[src/hdl/mtes_pkg.sv]
`default_nettype none

package mtes_pkg;

    // Operation codes of the input channel
    localparam logic [3:0] OP_NOTE_ON     = 4'd0;
    localparam logic [3:0] OP_NOTE_OFF    = 4'd1;
    localparam logic [3:0] OP_CTRL        = 4'd2;
    localparam logic [3:0] OP_PROG        = 4'd3;
    localparam logic [3:0] OP_BEND        = 4'd4;
    localparam logic [3:0] OP_TEMPO       = 4'd5;
    localparam logic [3:0] OP_TIMESIG     = 4'd6;
    localparam logic [3:0] OP_EOT         = 4'd7;
    localparam logic [3:0] OP_MASTVOL     = 4'd8;
    localparam logic [3:0] OP_GM_RESET    = 4'd9;
    localparam logic [3:0] OP_TRANSPOSE   = 4'd10;
    localparam logic [3:0] OP_TRACK_START = 4'd11;

    // Status and meta codes
    localparam logic [7:0] ST_NOTE_ON  = 8'h90;
    localparam logic [7:0] ST_NOTE_OFF = 8'h80;
    localparam logic [7:0] ST_CTRL     = 8'hB0;
    localparam logic [7:0] ST_PROG     = 8'hC0;
    localparam logic [7:0] ST_BEND     = 8'hE0;
    localparam logic [7:0] ST_META     = 8'hFF;
    localparam logic [7:0] META_TEMPO  = 8'h51;
    localparam logic [7:0] META_TSIG   = 8'h58;
    localparam logic [7:0] META_EOT    = 8'h2F;
    localparam logic [7:0] ST_SYSEX    = 8'hF0;
    localparam logic [7:0] ST_EOX      = 8'hF7;
    localparam logic [3:0] DRUM_CHAN   = 4'd9;

    // Longest event: 4 delta bytes plus 9 body bytes
    localparam int EVT_BYTES = 13;
    localparam int BODY_BYTES = 9;
    localparam int LEN_W = $clog2(EVT_BYTES + 1);

    typedef struct packed {
        logic [EVT_BYTES-1:0][7:0] bytes;
        logic [LEN_W-1:0]          len;
    } evt_t;

endpackage

`default_nettype wire

[src/hdl/mtes_encoder.sv]
`default_nettype none

module mtes_encoder (
    input  wire logic          clk,
    input  wire logic          rst_n,
    input  wire logic          cfg_fire,
    input  wire logic          cfg_data,
    input  wire logic          in_fire,
    input  wire logic [3:0]    operation,
    input  wire logic [27:0]   abs_time,
    input  wire logic [3:0]    channel,
    input  wire logic [7:0]    data_a,
    input  wire logic [7:0]    data_b,
    input  wire logic [7:0]    data_c,
    input  wire logic [13:0]   bend_amount,
    input  wire logic [23:0]   tempo_us,
    input  wire logic [7:0]    transpose_amount,
    output mtes_pkg::evt_t     evt
);
    import mtes_pkg::*;

    logic        monophonic_reg, monophonic_next;
    logic [27:0] prev_time_reg, prev_time_next;
    logic [7:0]  prev_key_reg, prev_key_next;
    logic [7:0]  transpose_reg, transpose_next;

    logic [27:0] delta;
    logic [1:0]  nsel;
    logic [3:0][6:0] grp;
    logic [3:0][7:0] seq;
    logic [EVT_BYTES-1:0][7:0] body;
    logic [LEN_W-1:0] blen;
    logic        emit;
    logic [7:0]  key_new;
    logic [7:0]  key_out;
    logic        mono_off;
    logic [2:0]  dlog;
    logic [13:0] bv;

    // Delta time as variable-length groups
    assign delta = abs_time - prev_time_reg;
    assign grp[0] = delta[6:0];
    assign grp[1] = delta[13:7];
    assign grp[2] = delta[20:14];
    assign grp[3] = delta[27:21];

    always_comb
    begin
        priority if (delta[27:21] != 7'd0)
            nsel = 2'd3;
        else if (delta[20:14] != 7'd0)
            nsel = 2'd2;
        else if (delta[13:7] != 7'd0)
            nsel = 2'd1;
        else
            nsel = 2'd0;
    end

    // Most significant group first, continuation bit on all but the last
    always_comb
    begin
        for (int j = 0; j < 4; j++)
        begin
            seq[j] = {(2'(j) != nsel), grp[nsel - 2'(j)]};
        end
    end

    // Note key and helpers
    assign key_new  = data_a + ((channel == DRUM_CHAN) ? 8'd0 : transpose_reg);
    assign mono_off = monophonic_reg && (operation == OP_NOTE_OFF);
    assign key_out  = mono_off ? prev_key_reg : key_new;
    assign bv       = {~bend_amount[13], bend_amount[12:0]};

    always_comb
    begin
        dlog = 3'd0;
        for (int i = 1; i < 8; i++)
        begin
            if (data_b[i])
                dlog = 3'(i);
        end
    end

    // Status and data bytes
    always_comb
    begin
        body = '0;
        blen = '0;
        emit = 1'b1;
        unique case (operation)
            OP_NOTE_ON, OP_NOTE_OFF:
            begin
                body[0] = ((operation == OP_NOTE_ON) ? ST_NOTE_ON : ST_NOTE_OFF)
                          | {4'd0, channel};
                body[1] = key_out;
                body[2] = data_b;
                blen    = LEN_W'(3);
            end
            OP_CTRL:
            begin
                body[0] = ST_CTRL | {4'd0, channel};
                body[1] = {1'b0, data_a[6:0]};
                body[2] = data_b;
                blen    = LEN_W'(3);
            end
            OP_PROG:
            begin
                body[0] = ST_PROG | {4'd0, channel};
                body[1] = {1'b0, data_a[6:0]};
                blen    = LEN_W'(2);
            end
            OP_BEND:
            begin
                body[0] = ST_BEND | {4'd0, channel};
                body[1] = {1'b0, bv[6:0]};
                body[2] = {1'b0, bv[13:7]};
                blen    = LEN_W'(3);
            end
            OP_TEMPO:
            begin
                body[0] = ST_META;
                body[1] = META_TEMPO;
                body[2] = 8'h03;
                body[3] = tempo_us[23:16];
                body[4] = tempo_us[15:8];
                body[5] = tempo_us[7:0];
                blen    = LEN_W'(6);
            end
            OP_TIMESIG:
            begin
                body[0] = ST_META;
                body[1] = META_TSIG;
                body[2] = 8'h04;
                body[3] = data_a;
                body[4] = {5'd0, dlog};
                body[5] = data_c;
                body[6] = 8'h08;
                blen    = LEN_W'(7);
            end
            OP_EOT:
            begin
                body[0] = ST_META;
                body[1] = META_EOT;
                body[2] = 8'h00;
                blen    = LEN_W'(3);
            end
            OP_MASTVOL:
            begin
                body[0] = ST_SYSEX;
                body[1] = 8'h07;
                body[2] = 8'h7F;
                body[3] = 8'h7F;
                body[4] = 8'h04;
                body[5] = 8'h01;
                body[6] = 8'h00;
                body[7] = {1'b0, data_a[6:0]};
                body[8] = ST_EOX;
                blen    = LEN_W'(BODY_BYTES);
            end
            OP_GM_RESET:
            begin
                body[0] = ST_SYSEX;
                body[1] = 8'h05;
                body[2] = 8'h7E;
                body[3] = 8'h7F;
                body[4] = 8'h09;
                body[5] = 8'h01;
                body[6] = ST_EOX;
                blen    = LEN_W'(7);
            end
            default:
                emit = 1'b0;
        endcase
    end

    // Splice delta bytes in front of the body
    always_comb
    begin
        for (int k = 0; k < EVT_BYTES; k++)
        begin
            evt.bytes[k] = body[LEN_W'(k) - LEN_W'(nsel) - LEN_W'(1)];
        end
        for (int k = 0; k < 4; k++)
        begin
            if (2'(k) <= nsel)
                evt.bytes[k] = seq[k];
        end
        evt.len = emit ? (LEN_W'(nsel) + LEN_W'(1) + blen) : '0;
    end

    // Track state update
    always_comb
    begin
        monophonic_next = cfg_fire ? cfg_data : monophonic_reg;
        prev_time_next  = prev_time_reg;
        prev_key_next   = prev_key_reg;
        transpose_next  = transpose_reg;
        if (in_fire)
        begin
            priority if (operation == OP_TRANSPOSE)
            begin
                transpose_next = transpose_amount;
            end
            else if (operation == OP_TRACK_START)
            begin
                prev_time_next = '0;
                prev_key_next  = '0;
                transpose_next = '0;
            end
            else
            begin
                // unused codes leave the track state alone
                if (emit)
                begin
                    prev_time_next = abs_time;
                    if ((operation == OP_NOTE_ON || operation == OP_NOTE_OFF) && !mono_off)
                        prev_key_next = key_new;
                end
            end
        end
    end

    always_ff @(posedge clk or negedge rst_n)
    begin
        if (!rst_n)
        begin
            monophonic_reg <= 1'b0;
            prev_time_reg  <= '0;
            prev_key_reg   <= '0;
            transpose_reg  <= '0;
        end
        else
        begin
            monophonic_reg <= monophonic_next;
            prev_time_reg  <= prev_time_next;
            prev_key_reg   <= prev_key_next;
            transpose_reg  <= transpose_next;
        end
    end

endmodule

`default_nettype wire

[src/hdl/mtes_serializer.sv]
`default_nettype none

module mtes_serializer (
    input  wire logic          clk,
    input  wire logic          rst_n,
    input  wire logic          load,
    input  wire mtes_pkg::evt_t evt,
    output logic               load_ok,
    output logic               out_valid,
    input  wire logic          out_ready,
    output logic [7:0]         out_byte,
    output logic               last
);
    import mtes_pkg::*;

    logic [EVT_BYTES-1:0][7:0] bytes_reg, bytes_next;
    logic [LEN_W-1:0]          cnt_reg, cnt_next;
    logic                      out_fire;

    assign out_fire  = out_valid && out_ready;
    assign out_valid = (cnt_reg != '0);
    assign out_byte  = bytes_reg[0];
    assign last      = (cnt_reg == LEN_W'(1));

    // Free now, or freed by the final beat of this cycle
    assign load_ok = !out_valid || (last && out_ready);

    // Shift one byte out per beat; a new event reloads the buffer
    always_comb
    begin
        bytes_next = bytes_reg;
        cnt_next   = cnt_reg;
        if (load)
        begin
            bytes_next = evt.bytes;
            cnt_next   = evt.len;
        end
        else if (out_fire)
        begin
            bytes_next = bytes_reg >> 8;
            cnt_next   = cnt_reg - LEN_W'(1);
        end
    end

    always_ff @(posedge clk)
    begin
        bytes_reg <= bytes_next;
    end

    always_ff @(posedge clk or negedge rst_n)
    begin
        if (!rst_n)
            cnt_reg <= '0;
        else
            cnt_reg <= cnt_next;
    end

endmodule

`default_nettype wire

[src/hdl/midi_track_event_serializer_top.sv]
// Standard MIDI File track event serializer.
// Input channel (in_valid/in_ready): one track event per beat. Output channel
// (out_valid/out_ready): the event's track bytes, one per beat, with last set
// on the final byte. Configuration channel (cfg_valid/cfg_ready): the
// monophonic bit; always ready, write only while the block is idle.
// The first byte of an event is on the output in the cycle after the
// event is accepted. An event of N bytes (3 to 13, delta included)
// occupies the output buffer until its last byte is taken; the next event is
// accepted in the same cycle its predecessor's last byte is taken, so the
// output streams one byte per cycle without gaps while the receiver is ready
// and events keep coming. Transpose, track start and unused codes emit nothing.
// Reset clears the output buffer, the previous time, key and transpose,
// and the monophonic bit. When the receiver stalls, the current byte holds
// and in_ready stays low until the last byte of the buffered event leaves.
`default_nettype none

module midi_track_event_serializer_top (
    input  wire logic          clk,
    input  wire logic          rst_n,
    input  wire logic          cfg_valid,
    output logic               cfg_ready,
    input  wire logic          cfg_data,
    input  wire logic          in_valid,
    output logic               in_ready,
    input  wire logic [3:0]    operation,
    input  wire logic [27:0]   abs_time,
    input  wire logic [3:0]    channel,
    input  wire logic [7:0]    data_a,
    input  wire logic [7:0]    data_b,
    input  wire logic [7:0]    data_c,
    input  wire logic [13:0]   bend_amount,
    input  wire logic [23:0]   tempo_us,
    input  wire logic [7:0]    transpose_amount,
    output logic               out_valid,
    input  wire logic          out_ready,
    output logic [7:0]         out_byte,
    output logic               last
);
    import mtes_pkg::*;

    evt_t evt;
    logic in_fire;
    logic cfg_fire;

    assign cfg_ready = 1'b1;
    assign cfg_fire  = cfg_valid && cfg_ready;
    assign in_fire   = in_valid && in_ready;

    // Event encoder and track state
    mtes_encoder u_enc (
        .clk              (clk),
        .rst_n            (rst_n),
        .cfg_fire         (cfg_fire),
        .cfg_data         (cfg_data),
        .in_fire          (in_fire),
        .operation        (operation),
        .abs_time         (abs_time),
        .channel          (channel),
        .data_a           (data_a),
        .data_b           (data_b),
        .data_c           (data_c),
        .bend_amount      (bend_amount),
        .tempo_us         (tempo_us),
        .transpose_amount (transpose_amount),
        .evt              (evt)
    );

    // Byte output buffer
    mtes_serializer u_ser (
        .clk       (clk),
        .rst_n     (rst_n),
        .load      (in_fire),
        .evt       (evt),
        .load_ok   (in_ready),
        .out_valid (out_valid),
        .out_ready (out_ready),
        .out_byte  (out_byte),
        .last      (last)
    );

endmodule

`default_nettype wire

[config.mk]
export PLATFORM = sky130hd
export DESIGN_NAME = midi_track_event_serializer_top
export DESIGN_NICKNAME = d
export VERILOG_FILES = /design/src/hdl/mtes_pkg.sv /design/src/hdl/mtes_encoder.sv /design/src/hdl/mtes_serializer.sv /design/src/hdl/midi_track_event_serializer_top.sv
export SDC_FILE = /design/constraint.sdc
export NUM_CORES = 1
export LEC_CHECK = 0
export BUFFER_PORTS_ARGS = -buffer_cell sky130_fd_sc_hd__buf_2
export CAP_MARGIN = 40
export CORE_MARGIN = 2
export CORE_UTILIZATION = 40
export CTS_CLUSTER_SIZE = 12
export DETAILED_ROUTE_END_ITERATION = 10
export PLACE_DENSITY = 0.66
export RECOVER_POWER = 100
export SLEW_MARGIN = 40
export SYNTH_ARGS = -nofsm -noshare
export SYNTH_HDL_FRONTEND = slang
export SYNTH_SLANG_ARGS = --single-unit
[constraint.sdc]
create_clock -name clk -period 4.9 [get_ports clk]
set_input_delay 1.225 -clock clk [delete_from_list [all_inputs] [get_ports clk]]
set_output_delay 1.225 -clock clk [all_outputs]
set_load 0.005 [all_outputs]
==> impl_metrics.toml <==
[route]
drt_first_iter_violations = 1062
drc = 0
via_per_inst = 5.90
firstDrtPassIters = 6
drt-wirelength-per-cell_um = 20.4
via_count = 12300
ant_nets = 0
wl_mm = 42.5

[grt]
grt_util_all_layers_pct = 27.1
grt_pass1_wl_mm = 65.7
grt.overflow.total = 0
antenna_found_initial = 0
grt_pass1_vias = 11700
grt_max_degree = 68

[synth]
synth_top_family_by_area = "compound AO/OA/AOI/OAI gates"
ys_async_sr_fraction_pct = 33.6
synth_enable_flop_cells = 97
ys_seq_area_share_pct = 34.7
synth_area_leaders = "edfxtp_1, dfrtp_1, nand2_1"
synth-compound-area-share_pct = 25.6
synthCells = 1411
synth_area_um2 = 11900
avgSynthCellArea_um2 = 8.44
synth_flop_cell = "edfxtp_1"
synth_adder_area_share_pct = 5.12
ys_types = 86
synth_largest_area_cell = "edfxtp_1"
synthMuxAreaShare_pct = 9.28
yosys_warnings = 0
synthSimpleGateAreaFrac_pct = 17.7
synthXorXnorAreaFrac_pct = 1.98
synth_top_area_share_pct = 24.4
synthesis.nets = 1570
ys_seq_elements = 146

[worst_setup_path]
reg2reg_depth = 17
cp-start-kind = "input pin"
crit_type = "in2reg"
required_ps = 5220
end_kind = "flop"
crit_fanout = 10
arrival_ps = 5160

[cells_and_area]
nets = 1836
largest_reg_flops = 89
most-common-layout-cells = "nand2_1, buf_4, o21ai_0"
antenna_cells = 0
drive_gt1_share_pct = 27.6
fin_area_um2 = 15300
final_common_cell = "nand2_1"
area_delta_synth_final_pct = 28.4

[status]
status = "finished with violations"
violations = "max-capacitance violations, max-slew violations"

[pwr]
leakagePower_nw = 6.72
ir_worst_vdd_uv = 220
p_per_area_nw_per_um2 = 473
finalPower_w = 0.00724

[floorplan]
die_w_um = 177
initial_core_util_pct = 40.4
ioPinCount = 124
rows = 63
coreArea_um2 = 29500
die_h_um = 177
design.die.area_um2 = 31200

[placement]
portBuffers = 122
dp_hpwl_mm = 32.4
routabilityCongestion = 0.998
placed_area_um2 = 14400

[timing]
rsz0062_at_grt = "true"
setup_viol = 0
finalHoldViolCount = 0
fin_crit_ps = 4840
fin_setup_tns_ps = 0
whs_ps = 473
tightest_slew_ps = 2850
slew_headroom_pct = -89.9
fmax_mhz = 207
post-route-period-util_pct = 98.7
maxSlewViolCount = 50
fin_skew_ps = 18.5

[cts]
clockBufferDepth = 2
ctsRootBufferMaster = "clkbuf_16"
numCtsBuffers = 17
htree_levels = 4
cts_tree = "built"
clk_pin_slew_worst_paths_ps = 80
clkSinkCount = 146
clkLatencyLatePin_ps = 450

[flow_run]
maxCapViolCount = 1

[hold_path]
holdCritPathClass = "reg2reg"
holdPathStages = 2
## critical path: stages
cell and delay (ps):
buf_8 90, inv_12 30, ha_4 150, fa_2 340
nand2b_4 150, a21o_1 210, a2111oi_4 310, buf_4 190
nor3_1 60, xnor2_1 180, nor4b_4 310, nand3_2 190
o21ai_4 300, ha_4 280, buf_12 140, inv_12 90
mux4_2 530, o211ai_1 220, o21a_1 160
## stage by stage
step / instances / setup slack [ps] / utilization [%]
after floorplan: 1411 / -599 / -
after global routing: 2080 / -158 / 51.9
after detailed placement: 2038 / -519 / 48.7
after global placement: 2037 / -424 / 48.6
after CTS: 2071 / 1.07 / 50.9
final: 2080 / 64.8 / 51.9
## routing by layer
layer	vias to the layer above	wire length (um)	global-route usage, %
met5	-	0	0
met3	88	3850	4.54
met2	631	19500	43.2
li1	5706	-	-
met1	5842	18000	37.4
met4	0	1190	9.09
## final timing paths
path / start / end / slack (ps)
min in group asynchronous: rst_n / u_enc.prev_time_reg[27] / 1800
setup reg to reg: u_enc.prev_time_reg[0] / u_ser.bytes_reg[73] / 540
max in group asynchronous: rst_n / u_enc.transpose_reg[2] / 1490
setup / recovery: abs_time[0] / u_ser.bytes_reg[73] / 60
hold / removal: u_enc.transpose_reg[2] / u_enc.transpose_reg[2] / 470
hold reg to reg: u_enc.transpose_reg[2] / u_enc.transpose_reg[2] / 470
## cell usage after synthesis (6+ instances only)
| master | number |
|---|---|
| mux2_2 | 17 |
| nor2_1 | 96 |
| or3_1 | 9 |
| a2bb2oi_1 | 8 |
| o21ai_0 | 146 |
| a21boi_0 | 7 |
| mux2i_1 | 70 |
| buf_2 | 12 |
| a22oi_1 | 18 |
| nor3_1 | 29 |
| o211a_1 | 6 |
| dfrtp_1 | 49 |
| o21bai_1 | 8 |
| a31oi_1 | 8 |
| xor2_1 | 11 |
| xnor2_1 | 16 |
| o21a_1 | 19 |
| mux4_2 | 9 |
| nand4_1 | 9 |
| a211oi_1 | 9 |
| o22ai_1 | 8 |
| ha_1 | 44 |
| nand2_1 | 229 |
| buf_1 | 6 |
| o31ai_1 | 19 |
| nand3_1 | 15 |
| and3_1 | 16 |
| nor2b_1 | 16 |
| o211ai_1 | 31 |
| a21oi_1 | 105 |
| buf_4 | 13 |
| nand2b_1 | 16 |
| edfxtp_1 | 97 |
| o221ai_1 | 6 |
| o21ai_1 | 6 |
| clkbuf_1 | 65 |
| inv_1 | 54 |
| and2_1 | 19 |
| a21o_1 | 11 |
## cell type report
type | count | area (um^2)
fill | 2847 | 14200
multi-input combinational | 1109 | 7390
sequential | 146 | 4140
timing repair buffer | 345 | 2430
tap | 390 | 488
clock buffer | 21 | 450
inverter | 58 | 243
clock inverter | 11 | 155
## timing repair
action / in CTS / in global routing
hold buffers: 0 / 0
cloned: 0 / 0
pin swaps: 3 / 23
setup buffers: 1 / 10
setup endpoints to repair: 11 / 63
gates resized for setup: 5 / 54
## report_power, final
part	switching, W	leakage (nW)	internal [W]
Combinational	0.00213	4.83	0.00182
Clock	0.000588	0.293	0.000822
Sequential	0.000151	1.60	0.00173
Total	0.00287	6.72	0.00437
## cells by family (layout without fill, tap and decap cells)
logic type | count (synthesis) | after routing
DFF | 146 | 146
xor gates and xnor gates | 27 | 27
muxes | 97 | 97
other | 1 | 1
and+or+nand+nor | 468 | 468
adders and majority gates | 47 | 47
AOI/OAI and AO/OA | 469 | 469
buffers and inverters | 156 | 435
Note: power is estimated with default switching activity, not from simulation.
